File: config.mk
export PLATFORM = sky130hd
export DESIGN_NAME = url_percent_encoder_core
export DESIGN_NICKNAME = d
export VERILOG_FILES = /design/src/rtl/ue_pkg.sv /design/src/rtl/ue_front.sv /design/src/rtl/ue_queue.sv /design/src/rtl/ue_back.sv /design/src/rtl/url_percent_encoder_core.sv
export SDC_FILE = /design/constraint.sdc
export NUM_CORES = 1
export LEC_CHECK = 0
export BUFFER_PORTS_ARGS = -buffer_cell sky130_fd_sc_hd__buf_4
export CAP_MARGIN = 10
export CORE_ASPECT_RATIO = 0.8
export CORE_MARGIN = 2
export CORE_UTILIZATION = 50
export CTS_CLUSTER_DIAMETER = 200
export DETAILED_ROUTE_END_ITERATION = 8
export GPL_TIMING_DRIVEN = 1
export PLACE_DENSITY = 0.68
export RECOVER_POWER = 50
export SLEW_MARGIN = 20
export SYNTH_ARGS = -nofsm -noshare
export SYNTH_HDL_FRONTEND = slang
export SYNTH_SLANG_ARGS = --single-unit
File: constraint.sdc
create_clock -name clk -period 3.3 [get_ports clk]
set_clock_uncertainty 0.1 [all_clocks]
set_input_delay 0.33 -clock clk [delete_from_list [all_inputs] [get_ports clk]]
set_output_delay 0.33 -clock clk [all_outputs]
set_load 0.05 [all_outputs]
File: src/rtl/ue_pkg.sv
// Shared types, codes and character helpers for the URL percent encoder.
// Used by ue_front, ue_queue, ue_back and url_percent_encoder_core.
package ue_pkg;

    // Configuration register indexes
    localparam logic CFG_PASS_CHAR  = 1'b0;
    localparam logic CFG_MAX_LENGTH = 1'b1;

    localparam int PASS_BITS = 8;
    localparam int MAXLEN_BITS = 16;
    localparam int CFG_DATA_BITS = 16;

    localparam int QUEUE_DEPTH = 4;
    localparam int QUEUE_PTR_BITS = 2;
    localparam int QUEUE_CNT_BITS = 3;

    localparam logic [7:0] CHAR_PERCENT = 8'h25;
    localparam logic [7:0] CHAR_DOT     = 8'h2E;
    localparam logic [7:0] CHAR_DASH    = 8'h2D;
    localparam logic [7:0] CHAR_UNDER   = 8'h5F;
    localparam logic [7:0] CHAR_TILDE   = 8'h7E;
    localparam logic [7:0] CHAR_NUL     = 8'h00;

    // Work classes handed from front to back
    typedef enum logic [1:0] {
        OP_COPY = 2'b00,
        OP_ESC  = 2'b01,
        OP_TERM = 2'b10
    } op_t;

    typedef struct packed {
        op_t        op;
        logic [7:0] data;
        logic       status;
    } q_entry_t;

    function automatic logic [7:0] hex_digit(input logic [3:0] nib);
        logic [7:0] wide;
        wide = {4'h0, nib};
        if (nib < 4'd10)
            return wide + 8'h30;
        else
            return wide + 8'h37;
    endfunction

    function automatic logic is_unreserved(input logic [7:0] c, input logic [7:0] pass);
        logic hit;
        hit = ((c >= 8'h30) && (c <= 8'h39)) ||
              ((c >= 8'h41) && (c <= 8'h5A)) ||
              ((c >= 8'h61) && (c <= 8'h7A)) ||
              (c == CHAR_DOT) || (c == CHAR_DASH) ||
              (c == CHAR_UNDER) || (c == CHAR_TILDE) ||
              ((pass != CHAR_NUL) && (c == pass));
        return hit;
    endfunction

endpackage

File: src/rtl/ue_front.sv
// Front end: accepts input words, tracks length and overflow, classifies.
// Depends on ue_pkg.
module ue_front #(
    parameter int COUNT_BITS = 16
) (
    input  logic                clk,
    input  logic                rst_n,
    input  logic                accept,
    input  logic [7:0]          in_byte,
    input  logic                end_mark,
    input  logic [7:0]          pass_char,
    input  logic [15:0]         max_length,
    output logic                push,
    output ue_pkg::q_entry_t    push_entry
);

    localparam int CMP_BITS = (COUNT_BITS > 16) ? COUNT_BITS : 16;
    localparam logic [COUNT_BITS-1:0] COUNT_MAX = {COUNT_BITS{1'b1}};

    logic [COUNT_BITS-1:0] count_reg, count_next;
    logic                  over_reg, over_next;
    logic                  at_limit;

    assign at_limit = CMP_BITS'(count_reg) >= CMP_BITS'(max_length);

    always_comb
    begin
        count_next = count_reg;
        over_next  = over_reg;
        push       = 1'b0;
        push_entry.op     = ue_pkg::OP_COPY;
        push_entry.data   = in_byte;
        push_entry.status = 1'b0;
        if (accept)
        begin
            if (end_mark)
            begin
                // end of string: clear, terminate unless already terminated
                count_next = '0;
                over_next  = 1'b0;
                push       = !over_reg;
                push_entry.op   = ue_pkg::OP_TERM;
                push_entry.data = ue_pkg::CHAR_NUL;
            end
            else if (!over_reg)
            begin
                push = 1'b1;
                if (at_limit)
                begin
                    over_next = 1'b1;
                    push_entry.op     = ue_pkg::OP_TERM;
                    push_entry.data   = ue_pkg::CHAR_NUL;
                    push_entry.status = 1'b1;
                end
                else
                begin
                    if (count_reg != COUNT_MAX)
                        count_next = count_reg + 1'b1;
                    if (!ue_pkg::is_unreserved(in_byte, pass_char))
                        push_entry.op = ue_pkg::OP_ESC;
                end
            end
        end
    end

    always_ff @(posedge clk or negedge rst_n)
    begin
        if (!rst_n)
        begin
            count_reg <= '0;
            over_reg  <= 1'b0;
        end
        else
        begin
            count_reg <= count_next;
            over_reg  <= over_next;
        end
    end

endmodule

File: src/rtl/ue_queue.sv
// Short queue of classified words between front and back.
// Depends on ue_pkg.
module ue_queue (
    input  logic                clk,
    input  logic                rst_n,
    input  logic                push,
    input  ue_pkg::q_entry_t    push_entry,
    output logic                full,
    input  logic                pop,
    output logic                head_valid,
    output ue_pkg::q_entry_t    head
);

    ue_pkg::q_entry_t store_reg [ue_pkg::QUEUE_DEPTH];
    logic [ue_pkg::QUEUE_PTR_BITS-1:0] wr_ptr_reg, rd_ptr_reg;
    logic [ue_pkg::QUEUE_CNT_BITS-1:0] cnt_reg, cnt_next;
    logic do_push, do_pop;

    assign full       = cnt_reg == ue_pkg::QUEUE_CNT_BITS'(ue_pkg::QUEUE_DEPTH);
    assign head_valid = cnt_reg != '0;
    assign head       = store_reg[rd_ptr_reg];
    assign do_push    = push && !full;
    assign do_pop     = pop && head_valid;

    always_comb
    begin
        cnt_next = cnt_reg;
        if (do_push && !do_pop)
            cnt_next = cnt_reg + 1'b1;
        else if (do_pop && !do_push)
            cnt_next = cnt_reg - 1'b1;
    end

    always_ff @(posedge clk)
    begin
        if (do_push)
            store_reg[wr_ptr_reg] <= push_entry;
    end

    always_ff @(posedge clk or negedge rst_n)
    begin
        if (!rst_n)
        begin
            wr_ptr_reg <= '0;
            rd_ptr_reg <= '0;
            cnt_reg    <= '0;
        end
        else
        begin
            if (do_push)
                wr_ptr_reg <= wr_ptr_reg + 1'b1;
            if (do_pop)
                rd_ptr_reg <= rd_ptr_reg + 1'b1;
            cnt_reg <= cnt_next;
        end
    end

endmodule

File: src/rtl/ue_back.sv
// Back end: expands queued work into output characters through an output register.
// Depends on ue_pkg.
module ue_back (
    input  logic                clk,
    input  logic                rst_n,
    input  logic                head_valid,
    input  ue_pkg::q_entry_t    head,
    output logic                pop,
    output logic                out_valid,
    input  logic                out_stall,
    output logic [7:0]          out_byte,
    output logic                run_last,
    output logic                is_terminator,
    output logic                status
);

    logic [1:0] phase_reg, phase_next;
    logic       valid_reg;
    logic [7:0] byte_reg, byte_next;
    logic       last_reg, last_next;
    logic       term_reg, term_next;
    logic       stat_reg, stat_next;
    logic       slot_free, load;

    assign slot_free = !valid_reg || !out_stall;
    assign load      = head_valid && slot_free;

    always_comb
    begin
        byte_next  = head.data;
        last_next  = 1'b1;
        term_next  = 1'b0;
        stat_next  = 1'b0;
        phase_next = phase_reg;
        case (head.op)
            ue_pkg::OP_COPY:
            begin
                byte_next = head.data;
            end
            ue_pkg::OP_ESC:
            begin
                case (phase_reg)
                    2'd0:
                    begin
                        byte_next = ue_pkg::CHAR_PERCENT;
                        last_next = 1'b0;
                    end
                    2'd1:
                    begin
                        byte_next = ue_pkg::hex_digit(head.data[7:4]);
                        last_next = 1'b0;
                    end
                    default:
                    begin
                        byte_next = ue_pkg::hex_digit(head.data[3:0]);
                    end
                endcase
            end
            ue_pkg::OP_TERM:
            begin
                byte_next = ue_pkg::CHAR_NUL;
                term_next = 1'b1;
                stat_next = head.status;
            end
            default:
            begin
                byte_next = head.data;
            end
        endcase
        pop = load && last_next;
        if (load)
            phase_next = last_next ? 2'd0 : phase_reg + 2'd1;
    end

    always_ff @(posedge clk)
    begin
        if (load)
        begin
            byte_reg <= byte_next;
            last_reg <= last_next;
            term_reg <= term_next;
            stat_reg <= stat_next;
        end
    end

    always_ff @(posedge clk or negedge rst_n)
    begin
        if (!rst_n)
        begin
            phase_reg <= 2'd0;
            valid_reg <= 1'b0;
        end
        else
        begin
            phase_reg <= phase_next;
            if (slot_free)
                valid_reg <= head_valid;
        end
    end

    assign out_valid     = valid_reg;
    assign out_byte      = byte_reg;
    assign run_last      = last_reg;
    assign is_terminator = term_reg;
    assign status        = stat_reg;

endmodule

File: src/rtl/url_percent_encoder_core.sv
// Top level of the URL percent encoder: config registers, front, queue, back.
// Depends on ue_pkg, ue_front, ue_queue, ue_back.
//
//  channel | direction | handshake          | payload
//  --------+-----------+--------------------+------------------------------------------
//  in      | into      | in_valid/in_stall  | in_byte, end_mark
//  out     | out of    | out_valid/out_stall| out_byte, run_last, is_terminator, status
//  cfg     | into      | cfg_we             | cfg_index, cfg_data
//
// A plain or terminating word leaves as one output character, an escaped byte as three
// ('%' and two hex digits), each through the one-word output register.
// The front takes a new word every cycle while the four-entry queue has room.
// Output stall holds the output register; input stall rises only on a full queue.
// Reset clears the count, the overflow flag, the queue and the output valid flag;
// pass_char resets to zero and max_length to 65535.
module url_percent_encoder_core #(
    parameter int COUNT_BITS = 16
) (
    input  logic        clk,
    input  logic        rst_n,
    // input channel
    input  logic        in_valid,
    output logic        in_stall,
    input  logic [7:0]  in_byte,
    input  logic        end_mark,
    // output channel
    output logic        out_valid,
    input  logic        out_stall,
    output logic [7:0]  out_byte,
    output logic        run_last,
    output logic        is_terminator,
    output logic        status,
    // configuration
    input  logic        cfg_we,
    input  logic        cfg_index,
    input  logic [15:0] cfg_data
);

    logic [7:0]  pass_char_reg;
    logic [15:0] max_length_reg;

    logic             accept;
    logic             push, q_full, pop, head_valid;
    ue_pkg::q_entry_t push_entry, head;

    // Configuration registers: the user must write them only while idle; not enforced here
    always_ff @(posedge clk or negedge rst_n)
    begin
        if (!rst_n)
        begin
            pass_char_reg  <= 8'h00;
            max_length_reg <= 16'hFFFF;
        end
        else if (cfg_we)
        begin
            case (cfg_index)
                ue_pkg::CFG_PASS_CHAR:  pass_char_reg  <= cfg_data[7:0];
                ue_pkg::CFG_MAX_LENGTH: max_length_reg <= cfg_data;
                default:                pass_char_reg  <= pass_char_reg;
            endcase
        end
    end

    // Stall the front only when the queue cannot take another word
    assign in_stall = q_full;
    assign accept   = in_valid && !in_stall;

    ue_front #(
        .COUNT_BITS (COUNT_BITS)
    ) u_front (
        .clk        (clk),
        .rst_n      (rst_n),
        .accept     (accept),
        .in_byte    (in_byte),
        .end_mark   (end_mark),
        .pass_char  (pass_char_reg),
        .max_length (max_length_reg),
        .push       (push),
        .push_entry (push_entry)
    );

    ue_queue u_queue (
        .clk        (clk),
        .rst_n      (rst_n),
        .push       (push),
        .push_entry (push_entry),
        .full       (q_full),
        .pop        (pop),
        .head_valid (head_valid),
        .head       (head)
    );

    ue_back u_back (
        .clk           (clk),
        .rst_n         (rst_n),
        .head_valid    (head_valid),
        .head          (head),
        .pop           (pop),
        .out_valid     (out_valid),
        .out_stall     (out_stall),
        .out_byte      (out_byte),
        .run_last      (run_last),
        .is_terminator (is_terminator),
        .status        (status)
    );

endmodule

==> impl_results.md, run 1 <==
- Leak: 2.44 nW
- HP Class: in -> reg
- Relative slew margins: 0.156
- Most frequent cell after synthesis: edfxtp_1
- Nets@finish: 538
- Layout cells sized above 1: 0.217
- Die ar.: 11700 sq um
- Largest net degree at the start of global routing: 52
- HPWL after DPL: 7.04 mm
- # Max-Cap Violations: 0
- Final total power: roughly 4.8 mW
- Final hold vios: 0
- Area after DPL: slightly below 6000 sq um
- Max Fclk: 324 MHz
- Max clock buf depth: 2
- Worst path arrival time: 3.27 ns
- Crit path max fanout: 7
- IO buf count: 43
- Most used DFF post-synth: edfxtp_1
- Mean area per synthesized cell: 12.5 sq um
- CTS buffer count: 9
- Total global-route track usage: 0.179
- Peak VDD IR: roughly 0.32 mV
- Synth async-reset ratio: 0.481
- Fin worst setup slack: 0.212 ns
- Netlist cell types: 61
- Residual DRC count: 0
- First-pass GRT wire length: 16.5 mm
- Post-Route WL: 9.73 mm
- Slew @ Worst Pin: 1.27 ns
- Post-synth top cells: edfxtp_1, inv_1, dfrtp_1
- Startpoint types: flip-flop
- Insertion delay to the later sink of the worst-skew pair: 0.35 ns
- Drt via density: 5.47
- Layout Area Growth over Synthesis: 12.6%
- Area of the core: 10400 sq um
- RSZ-0062 raised after global routing: no
- Register area share after synthesis: 0.544
- Vias in the first global route: 3332
- CTS Root Cell: clkbuf_16
- CP Capture Type: flip-flop
- Top-level I/O count: 44
- Status: finished clean
- Initial Utilization: 0.521
- GPL Wtd Cong: between 0.8 and 0.9
- # diodes: 0
- Post-Syn Area: 5420 sq um
- YS warnings: 0
- Leading area contributor after synthesis: edfxtp_1
- Worst setup path class: reg -> reg
- Tcrit/Tclk final: 0.936
- Post-Syn Instances: 432
- CP Data Required Time: 3.48 ns
- Yosys reg bits: ~110
- Power Density: around 800 nW/um^2
- Setup WS pre-CTS: roughly 0.24 ns
- Synth top area share: 0.305
- Synth area leaders: edfxtp_1, dfrtp_1, dfstp_2
- Period minus WS final: 3.09 ns
- Max reg flops: 44
- DRT antenna net count: 0
- Chip width: 120 um
- Clk sinks: about 110
- Clock transition at the registers of the reported paths: 0.07 ns
- Router iterations before antenna repair: 4
- Initial DRC count: 253
- Syn_nets: 492
- Post-Layout Inst Area: 6100 sq um
- Final hold slack: just over 0.08 ns
- Final TNS setup: 0 ns
- Gr ovfl total: 0
- Post-synth EDFFs: between 50 and 60
- Initial antenna violation count: 0
- Die Ht: between 90 and 100 um
- Htree depth: 3
- Vias: around 3400
- Row cnt: 33
- Post-DR wirelength/cell: 15.6 um
- CTS tree: done
- Max-slew violation count: 0
- Setup violators final: 0
-- layer usage --
| metal | part of all wire | GRT usage |
|---|---|---|
| met4 | 0.0077 | 0.0429 |
| met3 | 0.045 | 0.0540 |
| met2 | 0.47 | 0.279 |
| met1 | 0.48 | 0.249 |
| met5 | 0 | 0 |
-- power breakdown --
group | internal [mW] | leakage (nW) | switching [mW]
Combinational | 0.661 | 1.15 | 1.08
Clock | 0.617 | 0.150 | 0.486
Sequential | 1.79 | 1.13 | 0.157
-- through the flow --
| stage | instances | util |
|---|---|---|
| floorplan | 432 | - |
| global placement | 606 | 0.562 |
| detailed placement | 606 | 0.562 |
| CTS | 623 | 0.593 |
| global route | 623 | 0.586 |
| finish | 623 | 0.586 |
-- cells by family after synthesis --
kind of cell | share of synthesized area
AND/OR/NAND/NOR | 0.118
multiplexers | 0.103
flip-flops | 0.544
AO/OA/AOI/OAI | 0.101
buffers and inverters | 0.0427
adder cells (fa/ha/maj) | 0.0684
XOR/XNOR | 0.0226
-- critical path, stage by stage (launching register included) --
cell and delay, ns:
dfrtp_1 0.51, mux4_1 0.63, inv_1 0.08, ha_1 0.21
o21ai_0 0.20, nand2_1 0.16, ha_1 0.21, inv_1 0.07
fa_1 0.45, xor2_1 0.15, nor2_1 0.12, xor2_1 0.15
-- final timing paths --
| kind | startpoint | endpoint | slack, ns | cells after the start |
|---|---|---|---|---|
| setup / recovery | u_queue.rd_ptr_reg[0]$_DFFE_PN0P_ | u_queue.cnt_reg[2]$_DFFE_PN0P_ | 0.21 | 11 |
| hold / removal | out_stall | u_back.out_valid$_DFFE_PN0N_ | 0.08 | 3 |
| setup reg to reg | u_queue.rd_ptr_reg[0]$_DFFE_PN0P_ | u_queue.cnt_reg[2]$_DFFE_PN0P_ | 0.21 | 11 |
| hold reg to reg | u_queue.cnt_reg[2]$_DFFE_PN0P_ | u_queue.cnt_reg[2]$_DFFE_PN0P_ | 0.39 | 1 |
| max in group asynchronous | rst_n | pass_char_reg[6]$_DFFE_PN0P_ | 1.65 | 2 |
| min in group asynchronous | rst_n | u_back.out_valid$_DFFE_PN0N_ | 0.68 | 2 |
-- placed cells by master (no fill, tap or decap), drive strengths merged, types with 11 or more instances in the layout --
master / synthesis / layout
a21oi: 27 / 27
and2: 15 / 15
buf: 6 / 30
clkbuf: 6 / 26
dfrtp: 35 / 35
dfstp: 16 / 16
edfxtp: 55 / 55
ha: 28 / 28
inv: 37 / 39
mux2: 26 / 26
nand2: 28 / 28
nand3: 16 / 16
o21ai: 28 / 28
or3: 11 / 11
xnor2: 12 / 12
-- area by class of cell --
| cell class | instances | area, sq um |
|---|---|---|
| repair buffers | 47 | 300 |
| flip-flops and latches | 106 | 2950 |
| clock buffers | 10 | 239 |
| multi-input cells | 277 | 2220 |
| inverters | 37 | 139 |
| fillers | 880 | 4310 |
| clock inverters | 6 | 72.6 |
| well taps | 140 | 175 |
-- timing repair --
item,in CTS,in global routing
buffers inserted,0,0
hold endpoints to repair,35,0
gates resized for setup,0,0
hold buffers,1,0
No activity file was read; power rests on OpenSTA's default activity.
==> run 2: changes to the inputs <==
Settings changed: PLACE_DENSITY 0.68 to 0.75.
==> impl_results.md, run 2 (synthesized netlist as in run 1, its figures left out) <==
- Max clock buf depth: 2
- Final TNS setup: 0 ns
- Initial Utilization: 0.521
- HPWL after DPL: 7.22 mm
- Router iterations before antenna repair: 4
- Row cnt: 33
- Status: finished clean
- Initial DRC count: 277
- Layout cells sized above 1: 0.215
- Post-DR wirelength/cell: 16.3 um
- Worst setup path class: reg -> reg
- Worst R2R Start: u_queue.rd_ptr_reg[0]$_DFFE_PN0P_
- Total global-route track usage: 0.182
- Clock power frac: 0.222
- HP Class: in -> reg
- Hold Path Origin: out_stall
- Fin util: 0.585
- Share of power burned in registers: 0.410
- Net Sw Frac: 0.359
- Worst path arrival time: about 3.1 ns
- Most frequent cells in the layout: edfxtp_1, inv_1, dfrtp_1
- DRT antenna net count: 0
- Tcrit/Tclk final: 0.901
- Residual DRC count: 0
- Combinational fraction of design power: 0.368
- IO buf count: 43
- Insertion delay to the later sink of the worst-skew pair: about 0.34 ns
- Setup Buffers After CTS: 0
- Max reg flops: 44
- CTS tree: done
- Final hold vios: 0
- # Max-Cap Violations: 0
- Post-Route WL: 10.1 mm
- Area of the core: 10400 sq um
- Layout Area Growth over Synthesis: 12.4%
- # diodes: 0
- Gr ovfl total: 0
- Clock transition at the registers of the reported paths: 0.06 ns
- Switching power total: roughly 1.7 mW
- Setup violators final: 0
- Crit path max-delay cell type: mux4_1
- Startpoint types: flip-flop
- Max-slew violation count: 0
- Slew @ Worst Pin: between 1 and 1.5 ns
- Top-level I/O count: 44
- Htree depth: 3
- Final hold slack: approximately 0.086 ns
- Worst path bufs/invs: 2
- Worst setup path start: u_queue.rd_ptr_reg[0]$_DFFE_PN0P_
- Internal: 3.06 mW
- Die ar.: 11700 sq um
- Vias in the first global route: roughly 3400
- Vias: 3455
- CP max stage delay: 0.60 ns
- Commonest non-fill, non-tap cell in the layout: edfxtp_1
- CP Cell Sequence: mux4_1 -> inv_1 -> ha_1 -> o21ai_0 -> nand2_1 -> ha_1 -> inv_1 -> fa_1 -> xor2_1 -> nor2_1 -> xor2_1
- Crit path max fanout: 7
- Final total power: 4.78 mW
- Leak: 2.43 nW
- Initial antenna violation count: 0
- Delay-heaviest family, CP: adder cells
- Drt via density: 5.55
- CP Capture Type: flip-flop
- Nets@finish: 538
- Largest net degree at the start of global routing: 52
- Relative slew margins: 0.147
- Multi-input logic area: between 2000 and 2500 sq um
- Power Density: 785 nW/um^2
- CTS buffer count: 9
- CP Data Required Time: 3.47 ns
- RSZ-0062 raised after global routing: no
- Chip width: 120 um
- Peak VDD IR: roughly 0.31 mV
- Max Fclk: 336 MHz
- Fill cells: 855
- Clk sinks: 106
- First-pass GRT wire length: 16.8 mm
- Period minus WS final: 2.97 ns
- GPL Wtd Cong: 0.818
- CTS Root Cell: clkbuf_16
- Die Ht: 97.1 um
- Sequential Area: 2950 sq um
## run 2: cell types whose count changed in the layout (fill, tap and decap cells not counted)
cell and change:
clkinv_2 +2, clkinv_4 -2, inv_6 -2, and2_0 -1, and2_1 +1, clkbuf_1 +1, clkinvlp_4 +1, dfrtp_1 -1
dfrtp_2 +1, mux2_1 +1, mux2_2 -1
## run 2: per-layer routing
| layer | global-route usage | vias up | part of all wire |
|---|---|---|---|
| met5 | 0 | - | 0 |
| met3 | 0.0469 | 11 | 0.040 |
| met4 | 0.0483 | 0 | 0.013 |
| met2 | 0.292 | 81 | 0.48 |
| met1 | 0.247 | 1678 | 0.46 |
| li1 | - | 1685 | - |
## run 2: area by class of cell
| type | instances | area share |
|---|---|---|
| Tap cell | 140 | 0.0288 |
| Sequential cell | 106 | 0.485 |
| Clock buffer | 11 | 0.0399 |
| Inverter | 37 | 0.0228 |
| Multi-Input combinational cell | 277 | 0.366 |
| Timing Repair Buffer | 47 | 0.0493 |
| Clock inverter | 5 | 0.00905 |
## run 2: path summary, 6_finish.rpt
kind / slack (ns) / depth (start not counted) / to
setup / recovery: 0.33 / 11 / u_queue.cnt_reg[2]$_DFFE_PN0P_
hold / removal: 0.09 / 3 / u_back.out_valid$_DFFE_PN0N_
setup reg to reg: 0.33 / 11 / u_queue.cnt_reg[2]$_DFFE_PN0P_
hold reg to reg: 0.39 / 1 / u_queue.cnt_reg[2]$_DFFE_PN0P_
max in group asynchronous: 1.54 / 2 / u_queue.rd_ptr_reg[0]$_DFFE_PN0P_
min in group asynchronous: 0.70 / 2 / u_front.count_reg[12]$_DFFE_PN0P_
## run 2: repair_timing
item                       in CTS  in global routing
hold buffers                    1                  0
hold endpoints to repair       35                  0
gates resized for setup         0                  1
setup endpoints to repair       0                  1
## run 2: through the flow
| step | worst slack, ns | cells | cell area, sq um |
|---|---|---|---|
| 2_1_floorplan | 0.414 | 432 | 5420 |
| 3_3_place_gp | 0.374 | 606 | 5840 |
| 3_5_place_dp | 0.288 | 606 | 5840 |
| 4_1_cts | 0.258 | 623 | 6150 |
| 5_1_grt | 0.0670 | 623 | 6090 |
| 6_report | 0.325 | 623 | 6090 |
## run 2: worst min-delay path: cells and delay by family
kind | cells | cell delay [ns]
AND/OR/NAND/NOR | 2 | 0.08
buffers and inverters | 1 | 0.08
## run 2: power groups by stage
stage	Clock [mW]	Combinational, mW	Sequential [mW]
3_5_place_dp	0	1.83	1.99
2_1_floorplan	0	1.21	2.18
6_report	1.06	1.76	1.96
3_3_place_gp	0	1.78	1.97
5_1_grt	1.15	1.94	1.99
4_1_cts	1.09	1.84	1.96
==> run 3: changes to the inputs <==
Settings changed: CORE_UTILIZATION 50 to 57, PLACE_DENSITY 0.75 to 0.83, SETUP_SLACK_MARGIN set to 0.4.
==> impl_results.md, run 3 (synthesized netlist as in run 1, its figures left out) <==
- Residual DRC count: 4
- Vias: about 3500
- Final hold vios: 0
- Largest net degree at the start of global routing: 52
- RSZ-0062 raised after global routing: yes
- First-pass GRT wire length: roughly 17 mm
- Gr ovfl total: 0
- Worst setup path class: reg -> reg
- Top-level I/O count: 44
- Max-slew violation count: 0
- Final total power: 4.80 mW
- CP Capture Type: flip-flop
- Die Ht: approximately 91 um
- Tcrit/Tclk final: 0.879
- Period minus WS final: slightly below 3 ns
- Total global-route track usage: 0.208
- Setup WS pre-CTS: 0.256 ns
- Startpoint types: flip-flop
- Worst path arrival time: 3.08 ns
- Commonest non-fill, non-tap cell in the layout: edfxtp_1
- Row cnt: 31
- CP Data Required Time: 3.48 ns
- Area after DPL: about 5800 sq um
- Slew @ Worst Pin: 1.26 ns
- Area of the core: 9150 sq um
- Max Fclk: between 300 and 400 MHz
- Failing checks: design-rule violations
- Max clock buf depth: 2
- Initial Utilization: 0.592
- Peak VDD IR: 0.370 mV
- Final TNS setup: 0 ns
- # Max-Cap Violations: 0
- Chip width: 113 um
- Leak: 2.44 nW
- CTS Root Cell: clkbuf_16
- Post-Layout Inst Area: 6080 sq um
- Most frequent cells in the layout: edfxtp_1, inv_1, dfrtp_1
- GPL Wtd Cong: 0.842
- Insertion delay to the later sink of the worst-skew pair: 0.35 ns
- HPWL after DPL: 7.02 mm
- Initial DRC count: around 290
- Drt via density: 5.90
- DRT antenna net count: 0
- CTS buffer count: 9
- Htree depth: 3
- Die ar.: ~10000 sq um
- Vias in the first global route: 3590
- Setup violators final: 0
- Fin worst setup slack: 0.399 ns
- Power Density: a little under 800 nW/um^2
- Fin util: 0.664
- # diodes: 0
- Layout cells sized above 1: 0.222
- Router iterations before antenna repair: 8
- Crit path max fanout: 5
- HP Class: in -> reg
- Nets@finish: 541
- Post-DR wirelength/cell: 16.5 um
- CTS tree: done
- Clk sinks: 106
- Relative slew margins: 0.160
- Status: finished, violations left
- Layout Area Growth over Synthesis: 12.3%
- Clock transition at the registers of the reported paths: approximately 0.07 ns
- Post-Route WL: 9.90 mm
- IO buf count: 43
- Initial antenna violation count: 0
- Max reg flops: 44
run 3: cell count changes in the layout (fill, tap and decap cells not counted):
cell | previous run | this run
clkinv_2 | 2 | 0
inv_6 | 0 | 2
buf_4 | 30 | 31
bufinv_16 | 1 | 0
clkbuf_4 | 1 | 2
clkbuf_8 | 1 | 2
clkinv_4 | 0 | 1
clkinvlp_4 | 2 | 1
inv_8 | 0 | 1
mux2_1 | 1 | 0
mux2_2 | 25 | 26
nand3_2 | 2 | 1
nand3_4 | 0 | 1
run 3: final timing paths:
check | from | endpoint | slack [ns] | depth (start not counted)
max | u_queue.rd_ptr_reg[0]$_DFFE_PN0P_ | u_queue.cnt_reg[2]$_DFFE_PN0P_ | 0.40 | 11
min | out_stall | u_back.out_valid$_DFFE_PN0N_ | 0.08 | 3
max reg2reg | u_queue.rd_ptr_reg[0]$_DFFE_PN0P_ | u_queue.cnt_reg[2]$_DFFE_PN0P_ | 0.40 | 11
min reg2reg | u_queue.cnt_reg[2]$_DFFE_PN0P_ | u_queue.cnt_reg[2]$_DFFE_PN0P_ | 0.40 | 1
max in group asynchronous | rst_n | u_queue.rd_ptr_reg[0]$_DFFE_PN0P_ | 1.58 | 2
min in group asynchronous | rst_n | u_front.count_reg[6]$_DFFE_PN0P_ | 0.68 | 2
run 3: metrics by stage:
stage | instances | hold WS (ns)
final | 601 | 0.0806
after global routing | 601 | 0.102
after CTS | 600 | 0.0767
after detailed placement | 581 | 0.302
after global placement | 581 | 0.291
after floorplan | 432 | -0.0656
run 3: power breakdown:
group,internal [mW],switching (mW)
registers,1.79,0.156
clock network,0.565,0.488
logic,0.683,1.11
total,3.04,1.75
run 3: routing by layer:
metal	GRT usage	routed length, um	part of all wire	vias up
li1	-	-	-	1692
met2	0.350	4950	0.50	98
met3	0.0434	459	0.046	9
met1	0.269	4360	0.44	1745
met4	0.0742	126	0.013	0
met5	0	0	0	-
run 3: area by class of cell:
type	count	area [sq um]
Multi-Input combinational cell	277	2230
Clock inverter	5	45.0
Sequential cell	106	2950
Inverter	37	139
Timing Repair Buffer	50	319
Fill cell	666	3070
Tap cell	115	144
Clock buffer	11	253
run 3: worst max-delay path, cell delays in order, from the launching register on:
cell and delay, ns:
dfrtp_2 0.41, mux4_1 0.59, inv_1 0.08, ha_1 0.20, o21ai_0 0.21, nand2_1 0.15, ha_1 0.20, inv_1 0.07
fa_1 0.42, xor2_1 0.15, nor2_1 0.11, xor2_1 0.15
run 3: repair_timing:
item                                    in CTS  in global routing
hold buffers                                 1                  0
endpoints found under the hold margin       35                  0
endpoints found under the setup margin       2                  4
resized for setup                            2                  1
setup buffers                                2                  1
pin swaps                                    0                  1
